--- config.mk ---
export PLATFORM = sky130hd
export DESIGN_NAME = i2c_master_write_sequencer_core
export DESIGN_NICKNAME = d
export VERILOG_FILES = /design/src/hw/rtl/i2cmw_pkg.sv /design/src/hw/rtl/i2cmw_cfg_regs.sv /design/src/hw/rtl/i2c_master_write_sequencer_core.sv
export SDC_FILE = /design/constraint.sdc
export NUM_CORES = 1
export LEC_CHECK = 0
export ABC_CLOCK_PERIOD_IN_PS = 8700
export BUFFER_PORTS_ARGS = -buffer_cell sky130_fd_sc_hd__buf_2
export CORE_ASPECT_RATIO = 0.9
export CORE_MARGIN = 4
export CORE_UTILIZATION = 60
export DETAILED_ROUTE_END_ITERATION = 10
export GPL_TIMING_DRIVEN = 0
export PLACE_DENSITY_LB_ADDON = 0.15
export SLEW_MARGIN = 5
export SYNTH_ARGS = -nofsm -noshare
export SYNTH_HDL_FRONTEND = slang
export SYNTH_SLANG_ARGS = --single-unit
--- constraint.sdc ---
create_clock -name clk_i -period 8.7 [get_ports clk_i]
set_clock_uncertainty 0.2 [all_clocks]
set_input_delay 0.435 -clock clk_i [delete_from_list [all_inputs] [get_ports clk_i]]
set_output_delay 0.435 -clock clk_i [all_outputs]
set_load 0.02 [all_outputs]
--- src/hw/rtl/i2cmw_pkg.sv ---
`timescale 1ns / 1ps
// ----------------------------------------------------------------------------
// i2cmw_pkg
// Shared types and constants for the I2C master write sequencer.
// ----------------------------------------------------------------------------
package i2cmw_pkg;

  localparam int unsigned AddrW  = 7;
  localparam int unsigned ByteW  = 8;
  localparam int unsigned TimeW  = 12;
  localparam int unsigned CfgIdxW = 3;
  localparam int unsigned CfgDataW = 12;
  localparam int unsigned BitIdxW = 4;
  localparam int unsigned ByteIdxW = 2;

  localparam logic [AddrW-1:0] TargetAddrRst = 7'd0;
  localparam logic [ByteW-1:0] FirstByteRst  = 8'd170;
  localparam logic [ByteW-1:0] SecondByteRst = 8'd48;
  localparam logic [TimeW-1:0] HalfTicksRst  = 12'd50;
  localparam logic [TimeW-1:0] SetupTicksRst = 12'd3000;

  // bits per byte before the ACK slot
  localparam logic [BitIdxW-1:0] BitsPerByte = 4'd8;
  // index of the last data byte
  localparam logic [ByteIdxW-1:0] LastByteIdx = 2'd2;

  typedef enum logic [CfgIdxW-1:0] {
    CFG_TARGET_ADDR = 3'd0,
    CFG_FIRST_BYTE  = 3'd1,
    CFG_SECOND_BYTE = 3'd2,
    CFG_HALF_PERIOD = 3'd3,
    CFG_SETUP_WAIT  = 3'd4
  } cfg_idx_e;

  typedef enum logic [3:0] {
    PH_IDLE      = 4'd0,
    PH_SETUP     = 4'd1,
    PH_START     = 4'd2,
    PH_BIT_LOW   = 4'd3,
    PH_BIT_HIGH  = 4'd4,
    PH_ACK_LOW   = 4'd5,
    PH_ACK_HIGH  = 4'd6,
    PH_STOP_LOW  = 4'd7,
    PH_STOP_HIGH = 4'd8
  } phase_e;

  typedef struct packed {
    logic [AddrW-1:0] target_addr;
    logic [ByteW-1:0] first_byte;
    logic [ByteW-1:0] second_byte;
    logic [TimeW-1:0] half_period_ticks;
    logic [TimeW-1:0] setup_wait_ticks;
  } cfg_t;

  typedef struct packed {
    logic scl_level;
    logic sda_level;
    logic sda_drive;
    logic busy_res;
    logic done_res;
    logic nack_seen;
  } result_t;

  // Byte sent in slot idx: address with W bit, then the two data bytes.
  function automatic logic [ByteW-1:0] byte_for(input cfg_t cfg,
                                                input logic [ByteIdxW-1:0] idx);
    logic [ByteW-1:0] b;
    case (idx)
      2'd0:    b = {cfg.target_addr, 1'b0};
      2'd1:    b = cfg.first_byte;
      default: b = cfg.second_byte;
    endcase
    return b;
  endfunction

endpackage

--- src/hw/rtl/i2cmw_cfg_regs.sv ---
`timescale 1ns / 1ps
// ----------------------------------------------------------------------------
// i2cmw_cfg_regs
// Write-only configuration registers; out-of-range indexes are dropped.
// ----------------------------------------------------------------------------
module i2cmw_cfg_regs (
  input  logic                           clk_i,
  input  logic                           rst_ni,
  input  logic                           cfg_we_i,
  input  logic [i2cmw_pkg::CfgIdxW-1:0]  cfg_index_i,
  input  logic [i2cmw_pkg::CfgDataW-1:0] cfg_data_i,
  output i2cmw_pkg::cfg_t                cfg_o
);
  import i2cmw_pkg::*;

  cfg_t cfg_q, cfg_d;

  always_comb begin
    cfg_d = cfg_q;
    if (cfg_we_i) begin
      case (cfg_idx_e'(cfg_index_i))
        CFG_TARGET_ADDR: cfg_d.target_addr       = cfg_data_i[AddrW-1:0];
        CFG_FIRST_BYTE:  cfg_d.first_byte        = cfg_data_i[ByteW-1:0];
        CFG_SECOND_BYTE: cfg_d.second_byte       = cfg_data_i[ByteW-1:0];
        CFG_HALF_PERIOD: cfg_d.half_period_ticks = cfg_data_i[TimeW-1:0];
        CFG_SETUP_WAIT:  cfg_d.setup_wait_ticks  = cfg_data_i[TimeW-1:0];
        default: ;
      endcase
    end
  end

  always_ff @(posedge clk_i or negedge rst_ni) begin
    if (!rst_ni) begin
      cfg_q.target_addr       <= TargetAddrRst;
      cfg_q.first_byte        <= FirstByteRst;
      cfg_q.second_byte       <= SecondByteRst;
      cfg_q.half_period_ticks <= HalfTicksRst;
      cfg_q.setup_wait_ticks  <= SetupTicksRst;
    end else begin
      cfg_q <= cfg_d;
    end
  end

  assign cfg_o = cfg_q;

endmodule

--- src/hw/rtl/i2c_master_write_sequencer_core.sv ---
`timescale 1ns / 1ps
// ----------------------------------------------------------------------------
// i2c_master_write_sequencer_core
// Tick-driven I2C master: setup wait, START, address+W, two data bytes with
// ACK checks, STOP. A NACK restarts from the setup wait.
// ----------------------------------------------------------------------------
//  Channel | Handshake               | Payload
//  --------+-------------------------+--------------------------------------
//  in      | in_valid_i / in_ready_o | cmd_i, sda_in_i (one request = 1 tick)
//  out     | out_valid_o/out_ready_i | scl/sda level, sda_drive, busy/done/nack
//  cfg     | cfg_we_i (no wait)      | cfg_index_i, cfg_data_i
//
// Each request is handled at acceptance: the sequencer state and the result
// register update together, so one tick per clock is sustained while the
// results are taken. A result appears in the cycle after its request and
// sits in the output register until taken; a new request is still accepted
// in the cycle the result is taken. Reset puts the sequencer in idle with
// the register reset values loaded; the output register starts empty.
// ----------------------------------------------------------------------------
module i2c_master_write_sequencer_core #(
  parameter int unsigned TICK_COUNT_WIDTH = 12
) (
  input  logic                           clk_i,
  input  logic                           rst_ni,
  // tick requests
  input  logic                           in_valid_i,
  output logic                           in_ready_o,
  input  logic                           cmd_i,
  input  logic                           sda_in_i,
  // per-tick results
  output logic                           out_valid_o,
  input  logic                           out_ready_i,
  output logic                           scl_level_o,
  output logic                           sda_level_o,
  output logic                           sda_drive_o,
  output logic                           busy_res_o,
  output logic                           done_res_o,
  output logic                           nack_seen_o,
  // configuration writes
  input  logic                           cfg_we_i,
  input  logic [i2cmw_pkg::CfgIdxW-1:0]  cfg_index_i,
  input  logic [i2cmw_pkg::CfgDataW-1:0] cfg_data_i
);
  import i2cmw_pkg::*;

  localparam int unsigned TcW  = TICK_COUNT_WIDTH;
  // compare width: wide enough for either operand plus the +1
  localparam int unsigned CmpW = ((TcW > TimeW) ? TcW : TimeW) + 1;

  cfg_t cfg;

  i2cmw_cfg_regs u_cfg (
    .clk_i      (clk_i),
    .rst_ni     (rst_ni),
    .cfg_we_i   (cfg_we_i),
    .cfg_index_i(cfg_index_i),
    .cfg_data_i (cfg_data_i),
    .cfg_o      (cfg)
  );

  // sequencer state
  phase_e               phase_q, phase_d;
  logic [TcW-1:0]       tick_q, tick_d;
  logic [BitIdxW-1:0]   bit_q, bit_d;
  logic [ByteIdxW-1:0]  byte_q, byte_d;
  logic [ByteW-1:0]     shift_q, shift_d;

  // output stage
  logic                 out_valid_q;
  result_t              res_q, res_d;

  logic                 accept;
  logic                 start;
  phase_e               ph;
  logic [TcW-1:0]       tc;
  logic [TimeW-1:0]     dur;
  logic [CmpW-1:0]      tc_next_w;
  logic                 last;
  logic [BitIdxW-1:0]   bit_inc;
  logic [ByteIdxW-1:0]  byte_inc;

  assign in_ready_o = !out_valid_q || out_ready_i;
  assign accept     = in_valid_i && in_ready_o;

  always_comb begin
    // a start request in idle enters the setup wait on this very tick
    start = (phase_q == PH_IDLE) && cmd_i;
    ph    = start ? PH_SETUP : phase_q;
    tc    = start ? '0 : tick_q;

    // zero duration acts as one; the all-ones counter value always ends a
    // phase, which caps durations at the counter range
    dur = (ph == PH_SETUP) ? cfg.setup_wait_ticks : cfg.half_period_ticks;
    if (dur == '0) begin
      dur = TimeW'(1);
    end
    tc_next_w = CmpW'(tc) + CmpW'(1);
    last      = (tc_next_w >= CmpW'(dur)) || (&tc);

    bit_inc  = bit_q + BitIdxW'(1);
    byte_inc = byte_q + ByteIdxW'(1);

    phase_d = ph;
    tick_d  = last ? '0 : tc + TcW'(1);
    bit_d   = bit_q;
    byte_d  = byte_q;
    shift_d = shift_q;

    res_d.scl_level = 1'b1;
    res_d.sda_level = 1'b1;
    res_d.sda_drive = 1'b1;
    res_d.busy_res  = 1'b1;
    res_d.done_res  = 1'b0;
    res_d.nack_seen = 1'b0;

    case (ph)
      PH_IDLE: begin
        tick_d         = tick_q;
        res_d.busy_res = 1'b0;
      end
      PH_SETUP: begin
        if (last) begin
          phase_d = PH_START;
        end
      end
      PH_START: begin
        res_d.sda_level = 1'b0;
        if (last) begin
          byte_d  = '0;
          bit_d   = '0;
          shift_d = byte_for(cfg, '0);
          phase_d = PH_BIT_LOW;
        end
      end
      PH_BIT_LOW: begin
        res_d.scl_level = 1'b0;
        res_d.sda_level = shift_q[ByteW-1];
        if (last) begin
          phase_d = PH_BIT_HIGH;
        end
      end
      PH_BIT_HIGH: begin
        res_d.sda_level = shift_q[ByteW-1];
        if (last) begin
          shift_d = {shift_q[ByteW-2:0], 1'b0};
          bit_d   = bit_inc;
          phase_d = (bit_inc >= BitsPerByte) ? PH_ACK_LOW : PH_BIT_LOW;
        end
      end
      PH_ACK_LOW: begin
        res_d.scl_level = 1'b0;
        res_d.sda_drive = 1'b0;
        if (last) begin
          phase_d = PH_ACK_HIGH;
        end
      end
      PH_ACK_HIGH: begin
        res_d.sda_drive = 1'b0;
        if (last) begin
          if (sda_in_i) begin
            // NACK: retry the whole transaction
            res_d.nack_seen = 1'b1;
            phase_d         = PH_SETUP;
          end else if (byte_q >= LastByteIdx) begin
            phase_d = PH_STOP_LOW;
          end else begin
            byte_d  = byte_inc;
            bit_d   = '0;
            shift_d = byte_for(cfg, byte_inc);
            phase_d = PH_BIT_LOW;
          end
        end
      end
      PH_STOP_LOW: begin
        res_d.scl_level = 1'b0;
        res_d.sda_level = 1'b0;
        if (last) begin
          phase_d = PH_STOP_HIGH;
        end
      end
      PH_STOP_HIGH: begin
        res_d.sda_level = 1'b0;
        if (last) begin
          res_d.done_res = 1'b1;
          phase_d        = PH_IDLE;
        end
      end
      default: begin
        // unused codes fall back to idle
        phase_d        = PH_IDLE;
        tick_d         = tick_q;
        res_d.busy_res = 1'b0;
      end
    endcase
  end

  always_ff @(posedge clk_i or negedge rst_ni) begin
    if (!rst_ni) begin
      phase_q <= PH_IDLE;
      tick_q  <= '0;
      bit_q   <= '0;
      byte_q  <= '0;
      shift_q <= '0;
    end else if (accept) begin
      phase_q <= phase_d;
      tick_q  <= tick_d;
      bit_q   <= bit_d;
      byte_q  <= byte_d;
      shift_q <= shift_d;
    end
  end

  always_ff @(posedge clk_i or negedge rst_ni) begin
    if (!rst_ni) begin
      out_valid_q <= 1'b0;
    end else if (accept) begin
      out_valid_q <= 1'b1;
    end else if (out_ready_i) begin
      out_valid_q <= 1'b0;
    end
  end

  always_ff @(posedge clk_i) begin
    if (accept) begin
      res_q <= res_d;
    end
  end

  assign out_valid_o = out_valid_q;
  assign scl_level_o = res_q.scl_level;
  assign sda_level_o = res_q.sda_level;
  assign sda_drive_o = res_q.sda_drive;
  assign busy_res_o  = res_q.busy_res;
  assign done_res_o  = res_q.done_res;
  assign nack_seen_o = res_q.nack_seen;

endmodule
==> results.md <==
* Floorplan row count at 29
* Data required time at the worst endpoint at around 8.6 ns
* Maximum clock frequency at between 200 and 250 MHz
* Input/output buffers at 29
* Register bit count reported by yosys at 84
* Final setup viols at 0
* Area grow syn2layout at 11.0%
* Post-synth EDFFs at 6
* Antenna cells at 0
* Clock-pin transition on the worst setup and hold timing paths at around 0.08 ns
* Critical Path End Type: register
* Die span in x at roughly 99 um
* Total Wirelength at between 9 and 10 mm
* Type of the most critical hold path: input port to register
* Final worst-path setup slack at approximately 4.3 ns
* H-tree Lvls at 3
* Gate Count Post-Synth at around 400
* DRC violation total after the first TritonRoute iteration at about 180
* Number of sinks driven by the clock tree at 84
* Number of global-route vias before repair at 3352
* Net count after synthesis at ~440
* WHS Endpoint: out_valid_o
* Portion of synthesized cell area occupied by the leading cell type at approximately a third
* Sort of element at the start of the critical path: register
* Final setup TNS at 0 ns
* Primary flip-flop cell chosen by synthesis mapping: sky130_fd_sc_hd__dfrtp_1
* Number of detailed-routing iterations run before antenna repair at 5
* Placed wire-length estimate at ~6.6 mm
* Final std cell area, no fill at around 0.005 mm2
* Vias after detailed routing at ~3200
* Maximum number of buffers from clock root to sink at 2
* Pre-CTS setup slack at around 4.4 ns
* Post-synthesis compound-gate area fraction at between 10% and 20%
* Routability congestion estimate at about 0.9
* Die Span Y at about 90 um
* Drt via density at 6.00
* CP max FO at 10
* Core ar. at about 0.0071 mm2
* Number of buffers inserted by post-CTS setup repair at 0
* RSZ-0062 raised after global routing: no
* Reported max-cap violation count at 0
* Slew Limit Headroom at approximately 22%
* Leading cell types by count after synthesis: 62 x sky130_fd_sc_hd__dfrtp_1, 47 x sky130_fd_sc_hd__mux2_2, 42 x sky130_fd_sc_hd__nand2_1
* Clock insertion delay at the later pin of the skew report at 0.35 ns
* Average cell area after synthesis at about 11 um2
* Clk root buf: sky130_fd_sc_hd__clkbuf_8
* Detailed-route wire length per cell at around 17 um
* Cells taking the most area after synthesis: sky130_fd_sc_hd__dfrtp_1 35%, sky130_fd_sc_hd__mux2_2 12%, sky130_fd_sc_hd__dfstp_2 9.4%, sky130_fd_sc_hd__ha_1 4.7%, sky130_fd_sc_hd__edfxtp_1 4.0%
* Power density over cell area at roughly 220 mW/mm2
* Multiplexer share of the synthesized area at between 10% and 20%
* Fin Hold WS at ~0.09 ns
* Kind of critical path: register to register
* Transition time at the pin with the least slew margin at roughly 1.2 ns
* Reported leakage power at between 2 and 2.5 nW
* Fraction of registers with async set or reset after synthesis at approximately 93%
* Synth Area in XOR/XNOR at a little under 2%
* Layout cell share with drive strength beyond 1 at 30.0%
* Drt drc at 0
* CTS buffer count at 9
* Period Utilization, post-route at between 50% and 60%
* Seq/Total Area, Yosys at approximately 48%
* Reg2reg end: nack_seen_o
* Final net count at 477
* Instance area at placement at between 0.004 and 0.005 mm2
* Cell count of the worst reg-to-reg path at 17
* FF-to-FF setup slack at around 4.3 ns
* Data arrival time of the worst path at approximately 4.3 ns
* Hold Fails Final Rpt at 0
* Startpoint of the worst-slack reg-to-reg timing path: phase_q[0]
* Max VDD drop at approximately 0.16 mV
* Total I/O pin count at 30
* Worst setup path start: phase_q[0]
* Area of the mapped netlist at roughly 0.0045 mm2
* Largest net degree at the start of global routing at 60
* First-pass GRT wire length at approximately 16 mm
* Distinct cells, synth at 66
* Clock tree from TritonCTS: yes
* Number of antenna violations at the first check in global routing at 0
* Largest family of logic cells by synthesized area: multiplexers
* Final critical delay including setup and external delays at around 4.4 ns
* Simple-gate area share of the yosys netlist at between 10 and 15%
* Run status: finished, final reports clean
* Global routing usage summed across all routing layers at a little over a fifth
* Library cell with the highest instance count after synthesis: sky130_fd_sc_hd__dfrtp_1
* Yosys warnings at 0
* Synth Area in Adders at 4.75%
* Pins Over Slew Limit at 0
* Number of nets with antenna violations after detailed routing at 0
* Leading area contributor after synthesis: sky130_fd_sc_hd__dfrtp_1
* Aggregate global routing overflow at 0
* Die ar. at between 0.008 and 0.009 mm2
* Starting density of the core at between 60% and 70%
* Number of cells on the worst hold path at 2
* Startpoint of the worst hold path: in_valid_i
[worst max-delay path by stage]
stage	slack, ns	endpoint	depth (start not counted)
2_1_floorplan	4.90	nack_seen_o	17
3_3_place_gp	4.36	nack_seen_o	17
3_5_place_dp	4.38	nack_seen_o	17
4_1_cts	4.32	nack_seen_o	17
5_1_grt	3.96	shift_q[4]	18
6_report	4.29	nack_seen_o	17
[stage by stage]
stage	cells	power, mW	util [%]
after CTS	536	1.09	69.5
after detailed placement	519	0.810	66.7
final	536	1.08	69.5
after global placement	518	0.791	66.3
after floorplan	396	0.732	-
after global routing	536	1.15	69.5
[placed cells by master, fill, tap and decap left out, types with 2 or more instances in the layout]
master	n
sky130_fd_sc_hd__a2111oi_2	2
sky130_fd_sc_hd__a21boi_0	7
sky130_fd_sc_hd__a21o_1	4
sky130_fd_sc_hd__a21oi_1	16
sky130_fd_sc_hd__a222oi_1	7
sky130_fd_sc_hd__and2_1	3
sky130_fd_sc_hd__and3_1	4
sky130_fd_sc_hd__and4_1	2
sky130_fd_sc_hd__buf_2	34
sky130_fd_sc_hd__buf_4	2
sky130_fd_sc_hd__clkbuf_1	11
sky130_fd_sc_hd__clkbuf_8	9
sky130_fd_sc_hd__dfrtp_1	62
sky130_fd_sc_hd__dfstp_2	16
sky130_fd_sc_hd__edfxtp_1	6
sky130_fd_sc_hd__ha_1	17
sky130_fd_sc_hd__inv_1	6
sky130_fd_sc_hd__inv_4	2
sky130_fd_sc_hd__mux2_1	2
sky130_fd_sc_hd__mux2_2	47
sky130_fd_sc_hd__mux2i_1	14
sky130_fd_sc_hd__nand2_1	42
sky130_fd_sc_hd__nand2b_1	6
sky130_fd_sc_hd__nand3_1	15
sky130_fd_sc_hd__nand4_1	2
sky130_fd_sc_hd__nor2_1	28
sky130_fd_sc_hd__nor2b_1	2
sky130_fd_sc_hd__nor3_1	3
sky130_fd_sc_hd__o21ai_0	6
sky130_fd_sc_hd__o21ai_1	9
sky130_fd_sc_hd__o31ai_1	2
sky130_fd_sc_hd__o41ai_1	3
sky130_fd_sc_hd__o41ai_2	4
sky130_fd_sc_hd__xnor2_1	2
sky130_fd_sc_hd__xor2_1	8
[critical path, cell delays in order (launching register included)]
cell                       delay [ns]
sky130_fd_sc_hd__dfrtp_1         0.36
sky130_fd_sc_hd__buf_2           0.18
sky130_fd_sc_hd__nor4_2          0.38
sky130_fd_sc_hd__nand2_1         0.23
sky130_fd_sc_hd__and2_1          0.26
sky130_fd_sc_hd__ha_1            0.24
sky130_fd_sc_hd__inv_1           0.07
sky130_fd_sc_hd__nor2_1          0.09
sky130_fd_sc_hd__nand4_1         0.11
sky130_fd_sc_hd__xor2_1          0.25
sky130_fd_sc_hd__nor2_1          0.09
sky130_fd_sc_hd__ha_1            0.33
sky130_fd_sc_hd__a21oi_1         0.14
sky130_fd_sc_hd__o21ai_0         0.16
sky130_fd_sc_hd__a221oi_4        0.53
sky130_fd_sc_hd__nand2_4         0.16
sky130_fd_sc_hd__buf_6           0.18
sky130_fd_sc_hd__and4_1          0.18
[report_power, final]
| part | internal, mW | leakage, nW | switching (mW) |
|---|---|---|---|
| logic | 0.124 | 1.03 | 0.137 |
| clock network | 0.134 | 0.0948 | 0.141 |
| registers | 0.489 | 0.989 | 0.0534 |
| total | 0.747 | 2.11 | 0.331 |
[logic make-up (layout without fill, tap and decap cells)]
logic type | after synthesis | after routing
AO/OA/AOI/OAI | 76 | 76
buffers and inverters | 25 | 72
flip-flops | 84 | 84
adder cells (fa/ha/maj) | 17 | 17
multiplexers | 63 | 63
XOR/XNOR | 10 | 10
AND/OR/NAND/NOR | 121 | 121
[layer usage]
metal | up-vias | part of all wire, % | track usage (%)
met4 | 0 | 1.2 | 7.28
met2 | 80 | 48 | 35.2
met3 | 10 | 4.5 | 4.57
li1 | 1538 | - | -
met1 | 1587 | 46 | 29.9
met5 | - | 0 | 0
[final cells by class]
cell class / count / area (um2)
repair buffers: 31 / 185
inverters: 7 / 26.3
multi-input cells: 287 / 2210
well taps: 93 / 116
clock inverters: 5 / 58.8
flip-flops and latches: 84 / 2150
plain buffers: 18 / 86.3
fillers: 521 / 2180
clock buffers: 11 / 131
[state kept, by name, indices dropped and copies added (netlist names), 2 cells and up]
name	flops
shift_q	8
bit_q	4
u_cfg.cfg_o	47
phase_q	4
byte_q	2
tick_q	12
[repair_timing]
action | in CTS | in global routing
endpoints found under the hold margin | 18 | 0
endpoints found under the setup margin | 0 | 0
hold buffers | 1 | 0
resized for setup | 0 | 0
(Power assumes the default switching activity.)
